--- src/rtl/core/best_y_split_bbox_area_macros.svh ---
// assertion macros shared by the rtl of the best y-split bounding box block
// no dependencies; define SYNTH to compile the checks away
`ifndef BEST_Y_SPLIT_BBOX_AREA_MACROS_SVH
`define BEST_Y_SPLIT_BBOX_AREA_MACROS_SVH

`ifndef SYNTH
// check sampled on the rising clock edge, suspended while reset is high
`define BYS_ASSERT(name, clk, rst, prop) \
   name: assert property (@(posedge clk) disable iff (rst) prop) \
      else $error("best_y_split_bbox_area: check failed");
// check sampled on every rising clock edge, reset included
`define BYS_ASSERT_ALWAYS(name, clk, prop) \
   name: assert property (@(posedge clk) prop) \
      else $error("best_y_split_bbox_area: check failed");
`else
`define BYS_ASSERT(name, clk, rst, prop)
`define BYS_ASSERT_ALWAYS(name, clk, prop)
`endif

`endif

--- src/rtl/core/bysplit_pkg.sv ---
// shared constants and word types of the best y-split bounding box block
// no dependencies
package bysplit_pkg;

   localparam int MAX_POINTS_DEF = 64;
   localparam int COORD_BITS_DEF = 16;

   // fixed widths of the channel fields
   localparam int FIELD_BITS = 16;
   localparam int BEST_BITS  = 33;
   localparam int TOTAL_BITS = 32;

   typedef struct packed {
      logic signed [FIELD_BITS-1:0] pos_x;
      logic signed [FIELD_BITS-1:0] pos_y;
      logic                         last_point;
   } req_word_type;

   typedef struct packed {
      logic                         split_found;
      logic signed [FIELD_BITS-1:0] pivot_x;
      logic signed [FIELD_BITS-1:0] pivot_y;
      logic [BEST_BITS-1:0]         best_area;
      logic [TOTAL_BITS-1:0]        total_area;
      logic                         overflow;
   } rsp_word_type;

endpackage

--- src/rtl/core/bysplit_chan_if.sv ---
// valid/ready channel carrying one word of a chosen payload type
// no dependencies; payload types come from bysplit_pkg at the instance
interface bysplit_chan_if #(
   parameter type payload_type = logic
) ();

   logic        valid;
   logic        ready;
   payload_type data;

   modport source (output valid, output data, input ready);
   modport sink (input valid, input data, output ready);

endinterface

--- src/rtl/core/best_y_split_bbox_area.sv ---
// best y-split search over a loaded point set, scored by summed box areas
// points load at one word per cycle while the block is in its load state; after
// the last point the search scans the store for the total box, then for each pivot
// does one scan of the point store through its single read port and, when both
// groups are non-empty, two passes of the shared area unit
// throughput: one point set at a time; reset is synchronous and empties the set
`include "best_y_split_bbox_area_macros.svh"

module best_y_split_bbox_area #(
   parameter int MAX_POINTS = bysplit_pkg::MAX_POINTS_DEF,
   parameter int COORD_BITS = bysplit_pkg::COORD_BITS_DEF
) (
   input logic            clock,
   input logic            reset,
   bysplit_chan_if.sink   req_chan,
   bysplit_chan_if.source rsp_chan
);

   import bysplit_pkg::*;

   localparam int IW         = $clog2(MAX_POINTS);
   localparam int CNTW       = $clog2(MAX_POINTS + 1);
   localparam int CW         = COORD_BITS;
   localparam int AREA_BITS  = 2 * CW;
   localparam int SCORE_BITS = 2 * CW + 1;
   localparam int EXT_BITS   = (CW > FIELD_BITS) ? CW : FIELD_BITS;

   // sequencer states
   typedef enum logic [7:0] {
      ST_LOAD   = 8'b0000_0001,
      ST_BOX    = 8'b0000_0010,
      ST_MSTART = 8'b0000_0100,
      ST_MWAIT  = 8'b0000_1000,
      ST_PIVOT  = 8'b0001_0000,
      ST_SCAN   = 8'b0010_0000,
      ST_NEXT   = 8'b0100_0000,
      ST_DONE   = 8'b1000_0000
   } state_type;

   // which box the area unit is working on
   typedef enum logic [1:0] {
      OP_TOTAL,
      OP_LOWER,
      OP_UPPER
   } area_op_type;

   typedef struct packed {
      logic signed [CW-1:0] x0;
      logic signed [CW-1:0] x1;
      logic signed [CW-1:0] y0;
      logic signed [CW-1:0] y1;
   } box_type;

   // grow a box by one point
   function automatic box_type fold_box(box_type b, logic signed [CW-1:0] x,
                                        logic signed [CW-1:0] y);
      box_type r;
      r    = b;
      if (x < b.x0) r.x0 = x;
      if (x > b.x1) r.x1 = x;
      if (y < b.y0) r.y0 = y;
      if (y > b.y1) r.y1 = y;
      return r;
   endfunction

   // box holding a single point
   function automatic box_type seed_box(logic signed [CW-1:0] x,
                                        logic signed [CW-1:0] y);
      box_type r;
      r.x0 = x;
      r.x1 = x;
      r.y0 = y;
      r.y1 = y;
      return r;
   endfunction

   state_type   state_ff, state_in;
   area_op_type op_ff, op_in;
   logic [CNTW-1:0] count_ff, count_in;
   logic [CNTW-1:0] scan_ff, scan_in;
   logic [CNTW-1:0] k_ff, k_in;
   logic [CNTW-1:0] dtag_ff;
   logic [CNTW-1:0] last_idx;
   logic            ovf_ff, ovf_in;
   logic            dv_ff, dv_in;
   logic            piv_pend_ff, piv_pend_in;
   logic            rsp_valid_ff, rsp_valid_in;
   rsp_word_type    rsp_data_ff;

   logic req_fire;
   logic room;
   logic issue;
   logic area_start;
   logic load_rsp;

   // input coordinates cut to the coordinate width
   logic [EXT_BITS-1:0]  ext_x;
   logic [EXT_BITS-1:0]  ext_y;
   logic signed [CW-1:0] in_x;
   logic signed [CW-1:0] in_y;

   // point store read side
   logic [IW-1:0]        rd_addr;
   logic [CW-1:0]        rd_x_raw;
   logic [CW-1:0]        rd_y_raw;
   logic signed [CW-1:0] rd_x;
   logic signed [CW-1:0] rd_y;

   // boxes under construction
   box_type all_ff, all_in;
   box_type lo_ff, lo_in;
   box_type up_ff, up_in;
   box_type sel_box;
   logic    lo_ne_ff, lo_ne_in;
   logic    up_ne_ff, up_ne_in;

   logic signed [CW-1:0] piv_x_ff;
   logic signed [CW-1:0] piv_y_ff;

   // search results
   logic [AREA_BITS-1:0]  area;
   logic                  area_done;
   logic [AREA_BITS-1:0]  total_ff;
   logic [AREA_BITS-1:0]  lo_area_ff;
   logic [SCORE_BITS-1:0] best_ff;
   logic [SCORE_BITS-1:0] score;
   logic                  found_ff;
   logic signed [CW-1:0]  best_px_ff;
   logic signed [CW-1:0]  best_py_ff;

   // ------------------------------------------------------------------
   // input word handling
   // ------------------------------------------------------------------
   assign ext_x    = EXT_BITS'($unsigned(req_chan.data.pos_x));
   assign ext_y    = EXT_BITS'($unsigned(req_chan.data.pos_y));
   assign in_x     = $signed(ext_x[CW-1:0]);
   assign in_y     = $signed(ext_y[CW-1:0]);

   assign req_chan.ready = (state_ff == ST_LOAD);
   assign req_fire       = req_chan.valid && req_chan.ready;
   // store full: further points are dropped and flagged
   assign room           = (count_ff < CNTW'(MAX_POINTS));
   assign last_idx       = count_ff - CNTW'(1);

   // pivot read in its own state, otherwise the scan pointer
   assign rd_addr = (state_ff == ST_PIVOT) ? k_ff[IW-1:0] : scan_ff[IW-1:0];

   bysplit_ram #(
      .WIDTH (CW),
      .DEPTH (MAX_POINTS)
   ) u_store_x (
      .clock   (clock),
      .wr_en   (req_fire && room),
      .wr_addr (count_ff[IW-1:0]),
      .wr_data ($unsigned(in_x)),
      .rd_addr (rd_addr),
      .rd_data (rd_x_raw)
   );

   bysplit_ram #(
      .WIDTH (CW),
      .DEPTH (MAX_POINTS)
   ) u_store_y (
      .clock   (clock),
      .wr_en   (req_fire && room),
      .wr_addr (count_ff[IW-1:0]),
      .wr_data ($unsigned(in_y)),
      .rd_addr (rd_addr),
      .rd_data (rd_y_raw)
   );

   assign rd_x = $signed(rd_x_raw);
   assign rd_y = $signed(rd_y_raw);

   // ------------------------------------------------------------------
   // shared area unit
   // ------------------------------------------------------------------
   always_comb begin
      case (op_ff)
         OP_TOTAL: sel_box = all_ff;
         OP_LOWER: sel_box = lo_ff;
         default:  sel_box = up_ff;
      endcase
   end

   bysplit_area #(
      .COORD_BITS (CW)
   ) u_area (
      .clock (clock),
      .reset (reset),
      .start (area_start),
      .x0    (sel_box.x0),
      .x1    (sel_box.x1),
      .y0    (sel_box.y0),
      .y1    (sel_box.y1),
      .area  (area),
      .done  (area_done)
   );

   // sum of the lower and upper box areas for the current pivot
   assign score = SCORE_BITS'(lo_area_ff) + SCORE_BITS'(area);

   // ------------------------------------------------------------------
   // box folding from the store read data
   // ------------------------------------------------------------------
   always_comb begin
      all_in   = all_ff;
      lo_in    = lo_ff;
      up_in    = up_ff;
      lo_ne_in = lo_ne_ff;
      up_ne_in = up_ne_ff;

      // both groups start empty for every pivot
      if (state_ff == ST_PIVOT) begin
         lo_ne_in = 1'b0;
         up_ne_in = 1'b0;
      end

      // whole set box, first point seeds it
      if (dv_ff && (state_ff == ST_BOX)) begin
         if (dtag_ff == '0) begin
            all_in = seed_box(rd_x, rd_y);
         end else begin
            all_in = fold_box(all_ff, rd_x, rd_y);
         end
      end

      // split around the pivot, the pivot itself is skipped
      if (dv_ff && (state_ff == ST_SCAN) && (dtag_ff != k_ff)) begin
         if (rd_y < piv_y_ff) begin
            lo_in    = lo_ne_ff ? fold_box(lo_ff, rd_x, rd_y) : seed_box(rd_x, rd_y);
            lo_ne_in = 1'b1;
         end else begin
            up_in    = up_ne_ff ? fold_box(up_ff, rd_x, rd_y) : seed_box(rd_x, rd_y);
            up_ne_in = 1'b1;
         end
      end
   end

   // ------------------------------------------------------------------
   // sequencer
   // ------------------------------------------------------------------
   assign load_rsp = (state_ff == ST_DONE) && (!rsp_valid_ff || rsp_chan.ready);

   always_comb begin
      state_in     = state_ff;
      op_in        = op_ff;
      count_in     = count_ff;
      ovf_in       = ovf_ff;
      scan_in      = scan_ff;
      k_in         = k_ff;
      piv_pend_in  = 1'b0;
      rsp_valid_in = rsp_valid_ff && !rsp_chan.ready;
      area_start   = 1'b0;
      issue        = 1'b0;

      unique case (state_ff)
         ST_LOAD: begin
            if (req_fire) begin
               if (room) begin
                  count_in = count_ff + CNTW'(1);
               end else begin
                  ovf_in = 1'b1;
               end
               // a dropped last point still starts the search
               if (req_chan.data.last_point) begin
                  scan_in  = '0;
                  state_in = ST_BOX;
               end
            end
         end
         ST_BOX: begin
            if (scan_ff < count_ff) begin
               issue   = 1'b1;
               scan_in = scan_ff + CNTW'(1);
            end
            if (dv_ff && (dtag_ff == last_idx)) begin
               op_in    = OP_TOTAL;
               state_in = ST_MSTART;
            end
         end
         ST_MSTART: begin
            area_start = 1'b1;
            state_in   = ST_MWAIT;
         end
         ST_MWAIT: begin
            if (area_done) begin
               case (op_ff)
                  OP_TOTAL: begin
                     k_in     = '0;
                     state_in = ST_PIVOT;
                  end
                  OP_LOWER: begin
                     op_in    = OP_UPPER;
                     state_in = ST_MSTART;
                  end
                  default: begin
                     state_in = ST_NEXT;
                  end
               endcase
            end
         end
         ST_PIVOT: begin
            piv_pend_in = 1'b1;
            scan_in     = '0;
            state_in    = ST_SCAN;
         end
         ST_SCAN: begin
            if (scan_ff < count_ff) begin
               issue   = 1'b1;
               scan_in = scan_ff + CNTW'(1);
            end
            if (dv_ff && (dtag_ff == last_idx)) begin
               // a pivot counts only with both groups non-empty
               if (lo_ne_in && up_ne_in) begin
                  op_in    = OP_LOWER;
                  state_in = ST_MSTART;
               end else begin
                  state_in = ST_NEXT;
               end
            end
         end
         ST_NEXT: begin
            if (k_ff == last_idx) begin
               state_in = ST_DONE;
            end else begin
               k_in     = k_ff + CNTW'(1);
               state_in = ST_PIVOT;
            end
         end
         ST_DONE: begin
            if (load_rsp) begin
               rsp_valid_in = 1'b1;
               count_in     = '0;
               ovf_in       = 1'b0;
               state_in     = ST_LOAD;
            end
         end
         default: begin
            state_in = ST_LOAD;
         end
      endcase

      dv_in = issue;
   end

   always_ff @(posedge clock) begin
      if (reset) begin
         state_ff     <= ST_LOAD;
         op_ff        <= OP_TOTAL;
         count_ff     <= '0;
         ovf_ff       <= 1'b0;
         scan_ff      <= '0;
         k_ff         <= '0;
         dv_ff        <= 1'b0;
         piv_pend_ff  <= 1'b0;
         rsp_valid_ff <= 1'b0;
      end else begin
         state_ff     <= state_in;
         op_ff        <= op_in;
         count_ff     <= count_in;
         ovf_ff       <= ovf_in;
         scan_ff      <= scan_in;
         k_ff         <= k_in;
         dv_ff        <= dv_in;
         piv_pend_ff  <= piv_pend_in;
         rsp_valid_ff <= rsp_valid_in;
      end
   end

   // ------------------------------------------------------------------
   // datapath registers
   // ------------------------------------------------------------------
   always_ff @(posedge clock) begin
      dtag_ff  <= scan_ff;
      all_ff   <= all_in;
      lo_ff    <= lo_in;
      up_ff    <= up_in;
      lo_ne_ff <= lo_ne_in;
      up_ne_ff <= up_ne_in;

      // pivot word comes back in the cycle after its read
      if (piv_pend_ff) begin
         piv_x_ff <= rd_x;
         piv_y_ff <= rd_y;
      end

      if (area_done) begin
         case (op_ff)
            OP_TOTAL: begin
               // best score starts at the whole set box area
               total_ff   <= area;
               best_ff    <= SCORE_BITS'(area);
               found_ff   <= 1'b0;
               best_px_ff <= '0;
               best_py_ff <= '0;
            end
            OP_LOWER: begin
               lo_area_ff <= area;
            end
            default: begin
               // strictly smaller only, so the first pivot keeps a tie
               if (score < best_ff) begin
                  best_ff    <= score;
                  found_ff   <= 1'b1;
                  best_px_ff <= piv_x_ff;
                  best_py_ff <= piv_y_ff;
               end
            end
         endcase
      end

      // output register frees the search from the consumer
      if (load_rsp) begin
         rsp_data_ff.split_found <= found_ff;
         rsp_data_ff.pivot_x     <= FIELD_BITS'(best_px_ff);
         rsp_data_ff.pivot_y     <= FIELD_BITS'(best_py_ff);
         rsp_data_ff.best_area   <= BEST_BITS'(best_ff);
         rsp_data_ff.total_area  <= TOTAL_BITS'(total_ff);
         rsp_data_ff.overflow    <= ovf_ff;
      end
   end

   assign rsp_chan.valid = rsp_valid_ff;
   assign rsp_chan.data  = rsp_data_ff;

   // ------------------------------------------------------------------
   // checks
   // ------------------------------------------------------------------
   `BYS_ASSERT(a_count_bound, clock, reset, count_ff <= CNTW'(MAX_POINTS))
   `BYS_ASSERT(a_found_better, clock, reset, rsp_valid_ff && rsp_data_ff.split_found |-> rsp_data_ff.best_area < BEST_BITS'(rsp_data_ff.total_area))
   `BYS_ASSERT(a_none_keeps_total, clock, reset, rsp_valid_ff && !rsp_data_ff.split_found |-> rsp_data_ff.pivot_x == '0 && rsp_data_ff.pivot_y == '0 && rsp_data_ff.best_area == BEST_BITS'(rsp_data_ff.total_area))
   `BYS_ASSERT_ALWAYS(a_reset_quiet, clock, $past(reset) |-> !rsp_valid_ff && state_ff == ST_LOAD && count_ff == '0)

endmodule

--- src/rtl/core/bysplit_ram.sv ---
// generic single write port, single read port ram with registered read data
// no dependencies
module bysplit_ram #(
   parameter int WIDTH = 16,
   parameter int DEPTH = 64
) (
   input  logic                     clock,
   input  logic                     wr_en,
   input  logic [$clog2(DEPTH)-1:0] wr_addr,
   input  logic [WIDTH-1:0]         wr_data,
   input  logic [$clog2(DEPTH)-1:0] rd_addr,
   output logic [WIDTH-1:0]         rd_data
);

   logic [WIDTH-1:0] mem [DEPTH];
   logic [WIDTH-1:0] rd_data_ff;

   always_ff @(posedge clock) begin
      if (wr_en) begin
         mem[wr_addr] <= wr_data;
      end
      rd_data_ff <= mem[rd_addr];
   end

   assign rd_data = rd_data_ff;

endmodule

--- src/rtl/core/bysplit_area.sv ---
// shared box area unit: subtract stage, then multiply stage
// uses bysplit_pkg for default widths
module bysplit_area #(
   parameter int COORD_BITS = bysplit_pkg::COORD_BITS_DEF
) (
   input  logic                         clock,
   input  logic                         reset,
   input  logic                         start,
   input  logic signed [COORD_BITS-1:0] x0,
   input  logic signed [COORD_BITS-1:0] x1,
   input  logic signed [COORD_BITS-1:0] y0,
   input  logic signed [COORD_BITS-1:0] y1,
   output logic [2*COORD_BITS-1:0]      area,
   output logic                         done
);

   import bysplit_pkg::*;

   logic signed [COORD_BITS:0] dx_w;
   logic signed [COORD_BITS:0] dy_w;
   logic [COORD_BITS-1:0]      dx_ff;
   logic [COORD_BITS-1:0]      dy_ff;
   logic [2*COORD_BITS-1:0]    prod_in;
   logic [2*COORD_BITS-1:0]    prod_ff;
   logic                       s1_vld_ff;
   logic                       done_ff;

   // max minus min is never negative and fits the coordinate width
   assign dx_w    = {x1[COORD_BITS-1], x1} - {x0[COORD_BITS-1], x0};
   assign dy_w    = {y1[COORD_BITS-1], y1} - {y0[COORD_BITS-1], y0};
   assign prod_in = dx_ff * dy_ff;

   always_ff @(posedge clock) begin
      if (reset) begin
         s1_vld_ff <= 1'b0;
         done_ff   <= 1'b0;
      end else begin
         s1_vld_ff <= start;
         done_ff   <= s1_vld_ff;
      end
   end

   always_ff @(posedge clock) begin
      dx_ff   <= dx_w[COORD_BITS-1:0];
      dy_ff   <= dy_w[COORD_BITS-1:0];
      prod_ff <= prod_in;
   end

   assign area = prod_ff;
   assign done = done_ff;

endmodule

--- src/flat_wrapper.sv ---
// flat-port wrapper written by rule: the top's interface ports become plain ports
module best_y_split_bbox_area_flat import bysplit_pkg::*;
#(
   parameter int MAX_POINTS = bysplit_pkg::MAX_POINTS_DEF,
   parameter int COORD_BITS = bysplit_pkg::COORD_BITS_DEF
)
  (clock, reset, req_chan_valid, req_chan_data, req_chan_ready, rsp_chan_valid, rsp_chan_data, rsp_chan_ready);
  bysplit_chan_if #(.payload_type(req_word_type)) req_chan_i ();
  bysplit_chan_if #(.payload_type(rsp_word_type)) rsp_chan_i ();
  input logic clock;
  input logic reset;
  input wire logic [$bits(req_chan_i.valid)-1:0] req_chan_valid;
  input wire logic [$bits(req_chan_i.data)-1:0] req_chan_data;
  output wire logic [$bits(req_chan_i.ready)-1:0] req_chan_ready;
  output wire logic [$bits(rsp_chan_i.valid)-1:0] rsp_chan_valid;
  output wire logic [$bits(rsp_chan_i.data)-1:0] rsp_chan_data;
  input wire logic [$bits(rsp_chan_i.ready)-1:0] rsp_chan_ready;
  assign req_chan_i.valid = req_chan_valid;
  assign req_chan_i.data = req_chan_data;
  assign req_chan_ready = req_chan_i.ready;
  assign rsp_chan_valid = rsp_chan_i.valid;
  assign rsp_chan_data = rsp_chan_i.data;
  assign rsp_chan_i.ready = rsp_chan_ready;
  best_y_split_bbox_area #(.MAX_POINTS(MAX_POINTS), .COORD_BITS(COORD_BITS)) u_core (.clock(clock), .reset(reset), .req_chan(req_chan_i), .rsp_chan(rsp_chan_i));
endmodule
--- config.mk ---
export PLATFORM = sky130hd
export DESIGN_NAME = best_y_split_bbox_area_flat
export DESIGN_NICKNAME = d
export VERILOG_FILES = /design/src/rtl/core/bysplit_pkg.sv /design/src/rtl/core/bysplit_chan_if.sv /design/src/rtl/core/best_y_split_bbox_area.sv /design/src/rtl/core/bysplit_ram.sv /design/src/rtl/core/bysplit_area.sv /design/src/flat_wrapper.sv
export VERILOG_INCLUDE_DIRS = /design/src /design/src/rtl/core
export SDC_FILE = /design/constraint.sdc
export NUM_CORES = 2
export LEC_CHECK = 0
export BUFFER_PORTS_ARGS = -buffer_cell sky130_fd_sc_hd__buf_2
export CORE_MARGIN = 8
export CORE_UTILIZATION = 51
export CTS_BUF_LIST = sky130_fd_sc_hd__clkbuf_16
export CTS_CLUSTER_DIAMETER = 30
export DETAILED_ROUTE_END_ITERATION = 7
export GPL_TIMING_DRIVEN = 0
export PLACE_DENSITY = 0.67
export SETUP_SLACK_MARGIN = 0.1
export SLEW_MARGIN = 20
export SYNTH_ARGS = -nofsm -noshare
export SYNTH_HDL_FRONTEND = slang
export SYNTH_HIERARCHICAL = 1
export SYNTH_SLANG_ARGS = --single-unit
--- constraint.sdc ---
create_clock -name clock -period 10 [get_ports clock]
set_input_delay 1 -clock clock [delete_from_list [all_inputs] [get_ports clock]]
set_output_delay 1 -clock clock [all_outputs]
set_load 0.05 [all_outputs]
==> impl_metrics.py <==
metrics = {
    "status": {
        "status": "complete, no violations",
    },
    "route": {
        "via_per_inst": 6.01,
        "met2_length_mm": 148,
        "routed-wl-met3_mm": 28.3,
        "ant_nets": 0,
        "wl_per_cell_microns": 27.5,
        "highest_layer": "met5",
        "dr.pass1.iters": 6,
        "route.detailed.drc": 0,
        "wl_met1_mm": 123,
        "wl_mm": 311,
        "num_vias": 68000,
        "drt-initial-drc-count": 7261,
    },
    "finish": {
        "nFillCells": 16200,
        "syn2layout_area_growth_pct": 20.1,
        "nets": 8507,
        "layout.cells.most_common": "edfxtp_1",
        "mostFrequentLayoutCells": "edfxtp_1, inv_1, clkbuf_16",
        "drive_gt1_share_pct": 23.5,
        "fin_area_sq_mm": 0.141,
        "fin_cells": 11300,
    },
    "worst_setup_path": {
        "path_buf_inv": 6,
        "worstPathMaxFanout": 10,
        "crit_chain": "clkbuf_1, nand2_1, fa_1, inv_1, fa_1, inv_1, fa_1, inv_1, fa_1, fa_1, inv_1, fa_1, inv_1, ha_1, nand2_1, nor2_1, a211o_1, o311ai_4, a21oi_2, mux2_4, a221oi_2",
        "end_kind": "register",
        "critPathSlowestCell": "dfxtp_1",
        "critical_path_arrival_ns": 7.61,
        "worst-setup-path-type": "reg -> reg",
        "cp-start-kind": "register",
        "crit_family": "adder cells",
        "crit_required_ns": 10.80,
        "crit_top_cell": "fa_1",
        "cpPeakStageDelay_ns": 0.62,
    },
    "logic_synthesis": {
        "syn_inst": 7096,
        "synth_flop_cell": "edfxtp_1",
        "synth_warnings": 6,
        "synth_edf_count": 2501,
        "syn_area_sq_mm": 0.117,
        "async_reset_ff_share_pct": 0,
        "synth_seq_cells": 2643,
        "synth-seq-area-share_pct": 66.5,
        "synth_nets": 7739,
        "synth_cell_types": 106,
        "syn_area_per_cell_sq_um": 16.5,
    },
    "power_and_ir_drop": {
        "comb_power_share_pct": 2.2,
        "power.switching_mw": 6.11,
        "seqPwrFrac_pct": 42.0,
        "swShare_pct": 20.9,
        "power_leakage_nw": 49.6,
        "clkPwrFrac_pct": 55.9,
        "internal_power_mw": 23.1,
        "fin_total_pwr_mw": 29.2,
        "p_per_area_mw_per_mm2": 208,
        "irDropWorstVdd_mv": 0.158,
    },
    "global_route": {
        "grt_use_total_pct": 25.0,
        "grt_max_degree": 65,
        "grt_pass1_vias": 69200,
        "grt_pass1_wl_mm": 454,
        "antenna_found_initial": 20,
        "grt_overflow_total": 0,
    },
    "place": {
        "dpl_cell_area_sq_mm": 0.124,
        "dp_slack_ns": 3.27,
        "gp_congestion": 0.893,
        "place_hpwl_mm": 209,
        "port-buffer-count": 137,
        "dp.cells": 10400,
    },
    "clock_network": {
        "postCtsSetupRepairBufs": 0,
        "hold_buffers": 0,
        "clock_sinks": 2643,
        "h-tree-depth": 5,
        "clk_pin_slew_ns": 0.04,
        "cts_buffer_depth": 4,
        "cts_buffers": 475,
        "cts_tree": "built",
        "cts-resized-gates": 0,
        "cts_root_buffer": "clkbuf_16",
        "clk_latency_ns": 1.01,
    },
    "floorplan": {
        "dieArea_sq_mm": 0.245,
        "initial_core_util_pct": 51.1,
        "die_h_microns": 495,
        "num_rows": 176,
        "core_sq_mm": 0.229,
        "die_w_microns": 495,
        "ios": 138,
    },
    "sta": {
        "tightest_slew_ns": 1.11,
        "finalHoldViolations": 0,
        "hold_ws_ns": 0.293,
        "setup_violations": 0,
        "fmax_mhz": 147,
        "fin_skew_ns": 0.109,
        "fin_crit_sh_pct": 68.1,
        "period_needed_ns": 6.81,
        "fin_ws_ns": 3.19,
        "slew_headroom_pct": 26.1,
        "rsz0062_at_grt": "false",
        "finalMaxSlewViolations": 0,
    },
    "min_path": {
        "hp-class": "in -> reg",
    },
    "run": {
        "drv_cap": 0,
    },
}
-- path summary, 6_finish.rpt --
path                                       start                                  to  slack (ns)  depth (start not counted)
setup / recovery  u_core/u_area/dy_ff[7]$_DFF_P_      u_core/u_area/area[29]$_DFF_P_        3.19                         21
hold / removal                             reset       u_core/u_area/done$_SDFF_PP0_        0.29                          2
setup reg to reg  u_core/u_area/dy_ff[7]$_DFF_P_      u_core/u_area/area[29]$_DFF_P_        3.19                         21
hold reg to reg    u_core/total_ff[24]$_DFFE_PP_  u_core/rsp_chan.data[25]$_DFFE_PP_        0.33                          0
-- metal layers --
metal | track usage (%) | up-vias
met1 | 33.9 | 34900
li1 | - | 29000
met2 | 40.0 | 3395
met4 | 9.78 | 4
met5 | 0 | -
met3 | 5.20 | 650
-- logic make-up after synthesis --
logic type | count (synthesis) | share of synthesized area (%)
compound gates | 815 | 4.75
xor+xnor | 114 | 0.899
fa+ha+maj | 606 | 7.73
buf+inv | 823 | 3.21
flops | 2643 | 66.5
mux | 758 | 11.4
simple gates | 1337 | 5.54
-- cell usage after synthesis, drive strengths merged (14+ instances only) --
| master | number | area [sq um] |
|---|---|---|
| buf | 168 | 1290 |
| o21bai | 14 | 105 |
| a221oi | 35 | 319 |
| nor3 | 46 | 240 |
| xor2 | 43 | 377 |
| nand3 | 86 | 430 |
| a211oi | 39 | 305 |
| and4 | 17 | 149 |
| nor2 | 287 | 1090 |
| nand2b | 31 | 194 |
| ha | 409 | 5120 |
| a31oi | 31 | 215 |
| a211o | 21 | 184 |
| nor4 | 15 | 153 |
| nor2b | 90 | 563 |
| and3 | 22 | 143 |
| nand2 | 475 | 1790 |
| a21o | 76 | 573 |
| xnor2 | 67 | 587 |
| fa | 197 | 3940 |
| a311oi | 21 | 190 |
| mux2 | 72 | 815 |
| a21oi | 174 | 875 |
| nand4 | 74 | 463 |
| clkbuf | 128 | 492 |
| o21ai | 176 | 885 |
| dfxtp | 142 | 2840 |
| mux4 | 448 | 10100 |
| mux2i | 238 | 2380 |
| edfxtp | 2501 | 75100 |
| and2 | 147 | 920 |
| inv | 526 | 1970 |
| o21a | 33 | 248 |
| a22oi | 79 | 593 |
-- final cells by class --
cell class / count / area (sq um) / area share (%)
multi-input cells: 3630 / 35900 / 25.5
well taps: 3026 / 3790 / 2.69
plain buffers: 296 / 1790 / 1.27
clock buffers: 485 / 12100 / 8.62
flip-flops and latches: 2643 / 77900 / 55.4
diodes: 15 / 37.5 / 0.0267
clock inverters: 393 / 4360 / 3.10
repair buffers: 291 / 2780 / 1.97
inverters: 527 / 1980 / 1.41
-- registers in the layout (all words and copies together) (netlist names), 32 cells and up --
register and flops:
u_core/up_ff 64, u_core/u_store_x/mem 1024, u_core/u_store_y/mem 1024, u_core/lo_area_ff 32
u_core/total_ff 32, u_core/u_area/area 32, u_core/best_ff 33, u_core/lo_ff 64
u_core/rsp_chan.data 99, u_core/all_ff 64
-- power groups by stage --
| stage | Clock, mW | Combinational (mW) | Sequential, mW |
|---|---|---|---|
| floorplan | 0 | 0.321 | 12.4 |
| global placement | 0 | 0.590 | 12.5 |
| detailed placement | 0 | 0.629 | 12.5 |
| CTS | 16.5 | 0.634 | 12.3 |
| global route | 17.0 | 0.695 | 12.3 |
| finish | 16.3 | 0.638 | 12.3 |
-- worst reg2reg max path, stage by stage (launching register included) --
cell and delay, ns:
dfxtp_1 0.62, clkbuf_1 0.58, nand2_1 0.17, fa_1 0.58, inv_1 0.06, fa_1 0.51, inv_1 0.06, fa_1 0.54
inv_1 0.05, fa_1 0.46, fa_1 0.50, inv_1 0.05, fa_1 0.56, inv_1 0.06, ha_1 0.38, nand2_1 0.17
nor2_1 0.07, a211o_1 0.31, o311ai_4 0.35, a21oi_2 0.13, mux2_4 0.32, a221oi_2 0.21
-- through the flow --
stage	util, %	TNS [ns]
3_3_place_gp	53.1	-17.76
4_1_cts	61.4	0
6_report	61.4	0
2_1_floorplan	-	0
3_5_place_dp	54.2	0
5_1_grt	61.4	0
(Power assumes the default switching activity.)
